File: src/hw/rtl/speed_slew_limiter_with_mode_hysteresis_core_defines.svh
// ----------------------------------------------------------------------------
// Assertion macros for the speed slew limiter
// Concurrent check wrappers, compiled out for synthesis.
// ----------------------------------------------------------------------------
`ifndef SPEED_SLEW_LIMITER_WITH_MODE_HYSTERESIS_CORE_DEFINES_SVH
`define SPEED_SLEW_LIMITER_WITH_MODE_HYSTERESIS_CORE_DEFINES_SVH

`ifndef SYNTHESIS

// same-cycle implication
`define SSLH_ASSERT_IMPL(label, clk, rst_n, ante, cons, msg) \
    label: assert property (@(posedge clk) disable iff (!rst_n) (ante) |-> (cons)) \
        else $error(msg);

// next-cycle implication
`define SSLH_ASSERT_NEXT(label, clk, rst_n, ante, cons, msg) \
    label: assert property (@(posedge clk) disable iff (!rst_n) (ante) |=> (cons)) \
        else $error(msg);

`else

`define SSLH_ASSERT_IMPL(label, clk, rst_n, ante, cons, msg)
`define SSLH_ASSERT_NEXT(label, clk, rst_n, ante, cons, msg)

`endif

`endif

File: src/hw/rtl/sslh_pkg.sv
// ----------------------------------------------------------------------------
// sslh_pkg
// Types and constants shared by the speed slew limiter files.
// ----------------------------------------------------------------------------
package sslh_pkg;

    localparam int SPEED_W = 24;
    localparam int STEP_W  = 24;
    localparam int THR_W   = 23;
    localparam int DRIVE_W = 16;
    localparam int MS_W    = 16;
    localparam int CFG_W   = 24;
    localparam int CFG_IDX_W = 2;

    localparam logic CMD_SET  = 1'b0;
    localparam logic CMD_TICK = 1'b1;

    localparam logic [STEP_W-1:0] MAX_STEP_RST = 24'd1678;
    localparam logic [THR_W-1:0]  HIGH_THR_RST = 23'd458752;
    localparam logic [THR_W-1:0]  LOW_THR_RST  = 23'd262144;
    localparam logic [THR_W-1:0]  LIMIT_RST    = 23'd1310720;

    typedef enum logic [CFG_IDX_W-1:0] {
        REG_MAX_STEP = 2'd0,
        REG_HIGH_THR = 2'd1,
        REG_LOW_THR  = 2'd2,
        REG_LIMIT    = 2'd3
    } cfg_index_t;

    typedef struct packed {
        logic [STEP_W-1:0] max_step_per_ms;
        logic [THR_W-1:0]  high_threshold;
        logic [THR_W-1:0]  low_threshold;
        logic [THR_W-1:0]  speed_cap;
    } cfg_t;

    typedef struct packed {
        logic                      cmd;
        logic                      enable_in;
        logic signed [SPEED_W-1:0] speed_req;
        logic [DRIVE_W-1:0]        drive_value;
        logic [MS_W-1:0]           elapsed_ms;
    } item_t;

    typedef struct packed {
        logic signed [SPEED_W-1:0] speed;
        logic signed [SPEED_W-1:0] target;
        logic                      hall;
        logic                      enable;
        logic [DRIVE_W-1:0]        drive;
    } state_t;

endpackage

File: src/hw/rtl/sslh_in_if.sv
// ----------------------------------------------------------------------------
// sslh_in_if
// Input item channel: valid/ready with set and tick fields.
// ----------------------------------------------------------------------------
interface sslh_in_if import sslh_pkg::*; ();

    logic                      valid;
    logic                      ready;
    logic                      cmd;
    logic                      enable_in;
    logic signed [SPEED_W-1:0] speed_req;
    logic [DRIVE_W-1:0]        drive_value;
    logic [MS_W-1:0]           elapsed_ms;

    modport source (
        output valid, cmd, enable_in, speed_req, drive_value, elapsed_ms,
        input  ready
    );

    modport sink (
        input  valid, cmd, enable_in, speed_req, drive_value, elapsed_ms,
        output ready
    );

endinterface

File: src/hw/rtl/sslh_out_if.sv
// ----------------------------------------------------------------------------
// sslh_out_if
// Result channel: valid/ready with speed, mode, enable and drive.
// ----------------------------------------------------------------------------
interface sslh_out_if import sslh_pkg::*; ();

    logic                      valid;
    logic                      ready;
    logic signed [SPEED_W-1:0] ramped_speed;
    logic                      hall_mode;
    logic                      enable_out;
    logic [DRIVE_W-1:0]        drive_out;

    modport source (
        output valid, ramped_speed, hall_mode, enable_out, drive_out,
        input  ready
    );

    modport sink (
        input  valid, ramped_speed, hall_mode, enable_out, drive_out,
        output ready
    );

endinterface

File: src/hw/rtl/sslh_cfg_regs.sv
// ----------------------------------------------------------------------------
// sslh_cfg_regs
// Configuration register file; each of the four indexes selects one register.
// ----------------------------------------------------------------------------
module sslh_cfg_regs import sslh_pkg::*; (
    input  logic                 clk,
    input  logic                 rst_n,
    input  logic                 cfg_wr_en,
    input  logic [CFG_IDX_W-1:0] cfg_index,
    input  logic [CFG_W-1:0]     cfg_data,
    output cfg_t                 cfg
);

    cfg_t cfg_reg;
    cfg_t cfg_next;

    always_comb
    begin
        cfg_next = cfg_reg;
        if (cfg_wr_en)
        begin
            unique case (cfg_index_t'(cfg_index))
                REG_MAX_STEP: cfg_next.max_step_per_ms = cfg_data[STEP_W-1:0];
                REG_HIGH_THR: cfg_next.high_threshold  = cfg_data[THR_W-1:0];
                REG_LOW_THR:  cfg_next.low_threshold   = cfg_data[THR_W-1:0];
                REG_LIMIT:    cfg_next.speed_cap       = cfg_data[THR_W-1:0];
            endcase
        end
    end

    always_ff @(posedge clk or negedge rst_n)
    begin
        if (!rst_n)
        begin
            cfg_reg.max_step_per_ms <= MAX_STEP_RST;
            cfg_reg.high_threshold  <= HIGH_THR_RST;
            cfg_reg.low_threshold   <= LOW_THR_RST;
            cfg_reg.speed_cap       <= LIMIT_RST;
        end
        else
        begin
            cfg_reg <= cfg_next;
        end
    end

    assign cfg = cfg_reg;

endmodule

File: src/hw/rtl/sslh_ramp_calc.sv
// ----------------------------------------------------------------------------
// sslh_ramp_calc
// Next-state logic: target clamp, slew step and mode hysteresis.
// ----------------------------------------------------------------------------
module sslh_ramp_calc import sslh_pkg::*; (
    input  item_t  item,
    input  state_t cur,
    input  cfg_t   cfg,
    output state_t nxt
);

    logic [SPEED_W-1:0]        tgt_mag;
    logic signed [SPEED_W-1:0] lim_pos;
    logic signed [SPEED_W-1:0] tgt_clamped;
    logic [STEP_W+MS_W-1:0]    step;
    logic [STEP_W+MS_W:0]      step_rnd;
    logic signed [SPEED_W:0]   delta;
    logic [SPEED_W:0]          delta_mag;
    logic [STEP_W+MS_W-1:0]    delta_scaled;
    logic [SPEED_W-1:0]        move;
    logic signed [SPEED_W-1:0] speed_new;
    logic [SPEED_W-1:0]        speed_mag;
    logic                      at_high;
    logic                      at_low;

    // set path
    always_comb
    begin
        lim_pos = SPEED_W'(cfg.speed_cap);
        tgt_mag = item.speed_req[SPEED_W-1] ? SPEED_W'(-item.speed_req)
                                            : SPEED_W'(item.speed_req);
        if (tgt_mag > SPEED_W'(cfg.speed_cap))
            tgt_clamped = item.speed_req[SPEED_W-1] ? -lim_pos : lim_pos;
        else
            tgt_clamped = item.speed_req;
    end

    // tick path
    always_comb
    begin
        step         = cfg.max_step_per_ms * item.elapsed_ms;
        step_rnd     = (STEP_W+MS_W+1)'(step) + (STEP_W+MS_W+1)'(128);
        move         = step_rnd[SPEED_W+7:8];
        delta        = (SPEED_W+1)'(cur.target) - (SPEED_W+1)'(cur.speed);
        delta_mag    = delta[SPEED_W] ? (SPEED_W+1)'(-delta) : (SPEED_W+1)'(delta);
        delta_scaled = (STEP_W+MS_W)'({delta_mag, 8'b0});
        if (delta_scaled < step)
            speed_new = cur.target;
        else if (!delta[SPEED_W] && (delta != '0))
            speed_new = cur.speed + $signed(move);
        else
            speed_new = cur.speed - $signed(move);
        speed_mag = speed_new[SPEED_W-1] ? SPEED_W'(-speed_new) : SPEED_W'(speed_new);
        at_high   = speed_mag >= SPEED_W'(cfg.high_threshold);
        at_low    = speed_mag <= SPEED_W'(cfg.low_threshold);
    end

    always_comb
    begin
        nxt = cur;
        if (item.cmd == CMD_SET)
        begin
            nxt.enable = item.enable_in;
            nxt.drive  = item.drive_value;
            nxt.target = tgt_clamped;
        end
        else if (item.elapsed_ms != '0)
        begin
            nxt.speed = speed_new;
            nxt.hall  = (cur.hall || at_high) && !at_low;
        end
    end

endmodule

File: src/hw/rtl/speed_slew_limiter_with_mode_hysteresis_core.sv
// ----------------------------------------------------------------------------
// speed_slew_limiter_with_mode_hysteresis_core
// Slew-rate limited speed setpoint with hall / field oriented mode selection.
// ----------------------------------------------------------------------------
// One item is taken per cycle unless result back-pressure stalls it, and each
// yields one result on the result port, through an input register, then a
// single pass through the clamp, the 24x16 step multiply, the distance compare
// and the speed add that feeds back into the speed register, then the result
// register. That multiply-compare-add loop on the speed register sets the clock
// period. Configuration writes are to be made only while the block is idle.
`include "speed_slew_limiter_with_mode_hysteresis_core_defines.svh"

module speed_slew_limiter_with_mode_hysteresis_core import sslh_pkg::*; (
    input  logic                 clk,
    input  logic                 rst_n,
    input  logic                 cfg_wr_en,
    input  logic [CFG_IDX_W-1:0] cfg_index,
    input  logic [CFG_W-1:0]     cfg_data,
    sslh_in_if.sink              item,
    sslh_out_if.source           result
);

    cfg_t   cfg;
    item_t  s1_reg;
    logic   s1_valid_reg;
    state_t state_reg;
    state_t state_next;
    state_t out_reg;
    logic   out_valid_reg;
    logic   advance;
    logic   take;

    sslh_cfg_regs u_cfg (
        .clk       (clk),
        .rst_n     (rst_n),
        .cfg_wr_en (cfg_wr_en),
        .cfg_index (cfg_index),
        .cfg_data  (cfg_data),
        .cfg       (cfg)
    );

    sslh_ramp_calc u_calc (
        .item (s1_reg),
        .cur  (state_reg),
        .cfg  (cfg),
        .nxt  (state_next)
    );

    assign advance    = s1_valid_reg && (!out_valid_reg || result.ready);
    assign item.ready = !s1_valid_reg || advance;
    assign take       = item.valid && item.ready;

    always_ff @(posedge clk or negedge rst_n)
    begin
        if (!rst_n)
        begin
            s1_valid_reg  <= 1'b0;
            out_valid_reg <= 1'b0;
            state_reg     <= '0;
        end
        else
        begin
            if (item.ready)
                s1_valid_reg <= item.valid;
            if (advance)
                state_reg <= state_next;
            if (advance)
                out_valid_reg <= 1'b1;
            else if (result.ready)
                out_valid_reg <= 1'b0;
        end
    end

    always_ff @(posedge clk)
    begin
        if (take)
        begin
            s1_reg.cmd         <= item.cmd;
            s1_reg.enable_in   <= item.enable_in;
            s1_reg.speed_req   <= item.speed_req;
            s1_reg.drive_value <= item.drive_value;
            s1_reg.elapsed_ms  <= item.elapsed_ms;
        end
        if (advance)
            out_reg <= state_next;
    end

    assign result.valid        = out_valid_reg;
    assign result.ramped_speed = out_reg.speed;
    assign result.hall_mode    = out_reg.hall;
    assign result.enable_out   = out_reg.enable;
    assign result.drive_out    = out_reg.drive;

    `SSLH_ASSERT_NEXT(a_s1_hold, clk, rst_n, s1_valid_reg && !advance,
        s1_valid_reg && $stable(s1_reg), "held item changed while stalled")
    `SSLH_ASSERT_NEXT(a_set_keeps_speed, clk, rst_n, advance && (s1_reg.cmd == CMD_SET),
        $stable(state_reg.speed) && $stable(state_reg.hall), "set item altered speed or mode")
    `SSLH_ASSERT_IMPL(a_ready_when_empty, clk, rst_n, !out_valid_reg, item.ready,
        "input stalled with empty result register")

endmodule

File: src/flat_wrapper.sv
// flat-port wrapper written by rule: the top's interface ports become plain ports
module speed_slew_limiter_with_mode_hysteresis_core_flat import sslh_pkg::*;
  (clk, rst_n, cfg_wr_en, cfg_index, cfg_data, item_valid, item_cmd, item_enable_in, item_speed_req, item_drive_value, item_elapsed_ms, item_ready, result_valid, result_ramped_speed, result_hall_mode, result_enable_out, result_drive_out, result_ready);
  sslh_in_if item_i ();
  sslh_out_if result_i ();
  input  logic clk;
  input  logic rst_n;
  input  logic cfg_wr_en;
  input  logic [CFG_IDX_W-1:0] cfg_index;
  input  logic [CFG_W-1:0] cfg_data;
  input wire logic [$bits(item_i.valid)-1:0] item_valid;
  input wire logic [$bits(item_i.cmd)-1:0] item_cmd;
  input wire logic [$bits(item_i.enable_in)-1:0] item_enable_in;
  input wire logic [$bits(item_i.speed_req)-1:0] item_speed_req;
  input wire logic [$bits(item_i.drive_value)-1:0] item_drive_value;
  input wire logic [$bits(item_i.elapsed_ms)-1:0] item_elapsed_ms;
  output wire logic [$bits(item_i.ready)-1:0] item_ready;
  output wire logic [$bits(result_i.valid)-1:0] result_valid;
  output wire logic [$bits(result_i.ramped_speed)-1:0] result_ramped_speed;
  output wire logic [$bits(result_i.hall_mode)-1:0] result_hall_mode;
  output wire logic [$bits(result_i.enable_out)-1:0] result_enable_out;
  output wire logic [$bits(result_i.drive_out)-1:0] result_drive_out;
  input wire logic [$bits(result_i.ready)-1:0] result_ready;
  assign item_i.valid = item_valid;
  assign item_i.cmd = item_cmd;
  assign item_i.enable_in = item_enable_in;
  assign item_i.speed_req = item_speed_req;
  assign item_i.drive_value = item_drive_value;
  assign item_i.elapsed_ms = item_elapsed_ms;
  assign item_ready = item_i.ready;
  assign result_valid = result_i.valid;
  assign result_ramped_speed = result_i.ramped_speed;
  assign result_hall_mode = result_i.hall_mode;
  assign result_enable_out = result_i.enable_out;
  assign result_drive_out = result_i.drive_out;
  assign result_i.ready = result_ready;
  speed_slew_limiter_with_mode_hysteresis_core u_core (.clk(clk), .rst_n(rst_n), .cfg_wr_en(cfg_wr_en), .cfg_index(cfg_index), .cfg_data(cfg_data), .item(item_i), .result(result_i));
endmodule
File: config.mk
export PLATFORM = sky130hd
export DESIGN_NAME = speed_slew_limiter_with_mode_hysteresis_core_flat
export DESIGN_NICKNAME = d
export VERILOG_FILES = /design/src/hw/rtl/sslh_pkg.sv /design/src/hw/rtl/sslh_in_if.sv /design/src/hw/rtl/sslh_out_if.sv /design/src/hw/rtl/sslh_cfg_regs.sv /design/src/hw/rtl/sslh_ramp_calc.sv /design/src/hw/rtl/speed_slew_limiter_with_mode_hysteresis_core.sv /design/src/flat_wrapper.sv
export VERILOG_INCLUDE_DIRS = /design/src /design/src/hw/rtl
export SDC_FILE = /design/constraint.sdc
export NUM_CORES = 2
export LEC_CHECK = 0
export ABC_AREA = 1
export BUFFER_PORTS_ARGS = -buffer_cell sky130_fd_sc_hd__clkbuf_2
export CAP_MARGIN = 0
export CORE_MARGIN = 1.5
export CORE_UTILIZATION = 30
export DETAILED_ROUTE_END_ITERATION = 6
export PLACE_DENSITY_LB_ADDON = 0.12
export SLEW_MARGIN = 20
export SYNTH_ARGS = -nofsm -noshare
export SYNTH_HDL_FRONTEND = slang
export SYNTH_SLANG_ARGS = --single-unit
File: constraint.sdc
create_clock -name clk -period 13.8 [get_ports clk]
set_input_delay 0.69 -clock clk [delete_from_list [all_inputs] [get_ports clk]]
set_output_delay 0.69 -clock clk [all_outputs]
set_load 0.01 [all_outputs]
Word level (Yosys, flattened, before mapping) --
Cells that the tools add are included.
Word-level totals: output and inout bits 44, word-level logic and storage cells 71, register bits 261
Cells by class: reduce and logical (&&, ||, !) cells 20, equality and inequality tests 3, magnitude comparators 4, bitwise gates (word level) 1, add/sub/neg operators 8, multipliers 1, multiplexer cells 14
Operators by type and width (number):
- 2-to-1 mux 24 bit | 8
- negation 24 bit | 2
- less-than comparator 33 x 40 -> 1 bit | 1
- multiplier 24 x 16 -> 40 bit | 1
- adder 32 x 8 -> 32 bit (second input constant) | 1
- 2-to-1 mux 25 bit | 1
- negation 25 bit | 1
- nonzero test 25 bit | 1
- subtractor 24 x 24 -> 25 bit | 1
- adder 24 bit | 1
- greater-or-equal comparator 24 x 23 -> 1 bit | 1
- greater-than comparator 24 x 23 -> 1 bit | 1
- less-or-equal comparator 24 x 23 -> 1 bit | 1
- negation 23 -> 24 bit | 1
- subtractor 24 bit | 1
- 2-to-1 mux 17 bit | 1
- nonzero test 16 bit | 1
- AND reduction 2 bit | 5
- equality test 2 bit (second input constant) | 2
- logical AND 1 bit | 4
- logical NOT 1 bit | 4
- 2-to-1 mux 1 bit | 4
- logical OR 1 bit | 3
- equality test 2 x 1 -> 1 bit (second input constant) | 1
- other kinds (3) | 3

Longest topological paths before layout --
depth after elaboration 12, depth in mapped cells 75

By module --
Synthesis repeated with hierarchy kept, for this count alone.
Unflattened totals: cell total of the unflattened synthesis 4622, area, all modules 33319.5 µm²
By module, submodules not included:
- sslh_ramp_calc | area an instance 23822.8 µm², cells an instance 3811, instances 1
- speed_slew_limiter_with_mode_hysteresis_core | area an instance 5706.7 µm², cells an instance 397, instances 1
- sslh_cfg_regs | area an instance 3789.9 µm², cells an instance 414, instances 1

Worst setup path after synthesis --
OpenSTA, ideal clock, no wires.
kind register -> register, start reg u_core.u_cfg.cfg_reg, in the netlist u_core.u_cfg.cfg[70], end reg u_core.out_reg, in the netlist u_core.result.hall_mode (data pin), clock period less this slack 10.388 ns, data required time 13.544 ns, setup slack 3.412 ns, cell stages (with the launch flop) 68, data arrival time 10.132 ns, cells stage by stage dfstp_2 > clkbuf_1 > clkbuf_1 > nand2_1 > fa_1 > fa_1 > inv_1 > fa_1 > fa_1 > fa_1 > inv_1 > fa_1 > inv_1 > ha_1 > nand2_1 > inv_1 > nand2_1 > nand2_1 > [32 not listed] > o21ai_0 > ha_1 > a21boi_0 > o21ai_0 > nand2_1 > a21oi_1 > o21ai_0 > a21o_1 > a21oi_1 > o21ai_0 > nand4_1 > nand2_1 > nand3_1 > nand2_1 > nand2_1 > nand2_1 > nand2_1 > a21boi_1
RTL lines:
- start: declaration | line sslh_cfg_regs.sv:14 | cfg_t cfg_reg;
- start signal: assignment | line sslh_cfg_regs.sv:42 | cfg_reg <= cfg_next;
- end signal: assignment | line speed_slew_limiter_with_mode_hysteresis_core.sv:85 | out_reg <= state_next;
- end: declaration | line speed_slew_limiter_with_mode_hysteresis_core.sv:28 | state_t out_reg;

==> out/summary.md <==
The run finished with clean final reports. The synthesized design devotes to its leading area cell type 19.2% of total area. Across the run, the number of max-cap violations was 0. After the first detailed-routing iteration, the DRC count stood at 1632. The worst setup path startpoint is u_core.u_cfg.cfg[74].

Number of buffers and inverters on the critical path: 9. The routed design has 105000 um of wire. After detailed routing, the average wire length per cell comes to 18.0 um. Dividing the detail-routed via count by the number of cells gives 4.65. The minimum period implied by the final worst setup slack was 11810 ps; the initial antenna violation count was 2.

The clock arrives with 43.6 ps of skew. The run gives 82 as the pin count of the biggest net entering global routing. The first global-routing pass estimated 164000 um of wire. The critical path is of the flip-flop to flip-flop type. After clock tree synthesis, the flow added hold-fix buffers numbering 0. The synthesized netlist devotes 8.42% of its cell area to compound gates.

Peak fanout along the critical path: 25. STA classifies the critical path startpoint as a flip-flop. The tools report the number of fillers in the final layout as 11.5k.

The final-report max-slew violation count was 0; the total congestion overflow was 0. Detailed placement ended at an HPWL of 86100 um. In this run the count of I/O pins placed on the die edge is 133. Setup violations remaining at the end of the flow were counted as 0.

The tools report the cell count after synthesis as 4352. The worst flop-to-flop path startpoint was u_core.u_cfg.cfg[74]. Fraction of layout instances using a drive strength above 1: 8.51%.

Total clock buffers created by CTS: 36. The routed layout has 27.1k vias. After routing, the total negative slack on setup checks comes to 0 ps. Summing every instance area after synthesis gives 32200 um^2. The floorplan step set the die width to 331 um. After clock tree synthesis, the clock-pin slew on the worst setup and hold paths is 60 ps. The worst setup path is captured at a flip-flop. TritonCTS built the clock tree. The tools report the number of distinct library cell variants in the gate-level netlist after synthesis as 58. The quantity of gates resized following cts was 0. The run gives 19.7% as the total global-route track usage. Averaged over all synthesized cells, the footprint is 7.39 um^2.

The clock passes through at most 3 buffers. Relative to the synthesized area, the layout overhead comes to 10.5%. The pre-antenna-repair detailed-routing pass consisted of 5 iterations.

The library cell contributing the largest single delay on the critical path was dfrtp_1. nand2_1 is the most common cell in the netlist. The number of port buffers was 132. Headroom to the max-slew limit came out at 31.4%. The tools report the post-layout net count as 5073.

The floorplan step defined a die boundary enclosing 109000 um^2. By area, the combinational part of the netlist is dominated by adder cells. Cell family contributing the most delay on the critical path: adder cells. The most used flip-flop cell after synthesis is dfrtp_1. The register with the most flip-flops in the layout has 93 of them. The run gives 21.9% as the post-synthesis sequential area ratio. The synthesized netlist devotes 4.21% of its cell area to XOR and XNOR gates. The setup slack on the worst flop-to-flop path was 1990 ps. The simple-gate area share of the yosys netlist came out at 22.8%.

The die outline height is 331 um. In the synthesized netlist, the cells that appear most often are nand2_1 (1197), inv_1 (956), fa_1 (308). The number of sinks on the clock net is 261. The maximum clock frequency is 0.0846 GHz, and the adder-cell share of the synthesized area is 29.3%. In this run the number of H-tree levels came out at 2. At the pin with the least slew margin, the transition time is 1030 ps. For the arrival time of the worst setup path, the log shows 12160 ps.

The final critical path takes up 85.6% of the cycle. The number of core rows was 119. In this run the remaining antenna-violating nets after routing total 0. The number of storage elements in the synthesis netlist was 261.

The tools report the number of hold-slack violations in the final timing report as 0. In the post-synthesis netlist, the biggest area contributors are fa_1 (19%), nand2_1 (14%), dfrtp_1 (12%). The biggest cell delay along the critical path was 1020 ps; the count of flip-flops with a built-in enable after synthesis was 100.

The number of global-route vias before repair came out at 27.5k. For the starting density of the core, the log shows 30.4%. After floorplanning, the core was sized to cover 106000 um^2. Of all flip-flops after synthesis, the portion carrying an async set or reset was 61.7%.

Worst endpoint required time: 14140 ps. The largest total area in the synthesized netlist belongs to fa_1. The synthesized net count came out at 5010. The mux share of post-synthesis cell area is 0.0350%, and the insertion delay to the later sink of the worst-skew pair is 590 ps. The root buffer cell chosen for the clock tree is clkbuf_16.

The path category of the worst min-delay check is input pin to async pin. The buffers inserted during post-CTS setup optimization is 0, and the remaining design rule violation count is 0. The cell type with the highest occurrence count on the critical path is nand2_1. Setup repair after global routing left no endpoint under its margin.

The Yosys step of the flow raised 0 warnings. Routability-driven placement finished with a final weighted congestion of 0.946.
-- area by class of cell --
class | count | area (um^2) | area share [%]
tap | 1391 | 1740 | 4.89
antenna | 1 | 2.50 | 0.00704
multi-input combinational | 2962 | 20900 | 58.7
inverter | 975 | 3660 | 10.3
timing repair buffer | 179 | 1040 | 2.93
clock buffer | 48 | 1030 | 2.90
sequential | 261 | 7050 | 19.8
clock inverter | 16 | 175 | 0.493
-- per-stage QoR --
step	util [%]	cells	setup slack, ps	hold slack [ps]	cell area (um^2)
after floorplan	-	4352	3410	394	32200
after global placement	32.4	5766	1950	466	34300
after detailed placement	32.4	5766	1760	473	34300
after CTS	33.6	5830	1790	108	35500
after global routing	33.6	5832	785	121	35600
final	33.6	5833	1990	98.0	35600
-- metal layers --
layer / track usage [%] / wire length (um) / up-vias
li1: - / - / 13417
met1: 27.2 / 49400 / 13007
met2: 32.5 / 48200 / 574
met3: 2.67 / 5200 / 114
met4: 4.78 / 2360 / 2
met5: 0 / 13 / -
-- worst paths after layout --
kind / to / cells after the start
worst max-delay path: u_core.result.hall_mode / 66
worst min-delay path: u_core.state_reg[2] / 1
worst max register to register: u_core.result.hall_mode / 66
worst min register to register: u_core.u_cfg.cfg[38] / 2
max in group asynchronous: u_core.u_cfg.cfg[37] / 3
min in group clk: u_core.s1_reg[10] / 1
-- layout by cell type, fill, tap and decap left out, types with 4 or more instances in the layout --
master     count
nand2_1     1197
inv_1        954
fa_1         308
o21ai_0      286
ha_1         261
nor2_1       188
dfrtp_1      149
nand3_1      141
clkbuf_2     131
a21oi_1      127
xor2_1       113
edfxtp_1     100
nand4_1       61
nand2_2       45
buf_4         44
clkbuf_16     39
xnor2_1       37
nor3_1        31
nor2_2        22
nor4_1        15
inv_2         14
o21ai_2       12
dfstp_2       12
nand3_2       11
a21o_1        11
nor2_4        10
a31oi_1       10
clkinv_1       8
o21a_1         7
o21ai_1        7
clkbuf_1       7
o21bai_1       6
or2_2          6
o31ai_1        6
nand3b_1       5
a21boi_0       5
o211ai_1       5
clkinv_2       4
o22ai_1        4
-- worst register-to-register path, delay by kind of cell (launching register included) --
kind / cells / cell delay [ps]
adders and majority gates: 9 / 4160
and+or+nand+nor: 32 / 3570
AOI/OAI and AO/OA: 14 / 1970
DFF: 1 / 1020
buffers and inverters: 9 / 470
xor gates and xnor gates: 2 / 410
-- kinds of logic (layout without fill, tap and decap cells) --
kind of cell    Yosys count  after routing
compound gates          499            499
xor+xnor                152            152
fa+ha+maj               569            569
buf+inv                1129           1218
flops                   261            261
mux                       1              1
other cells               0              1
simple gates           1741           1741
Power is not shown: default switching activity piles up to over one toggle a cycle in this logic, so the estimate is an artifact.
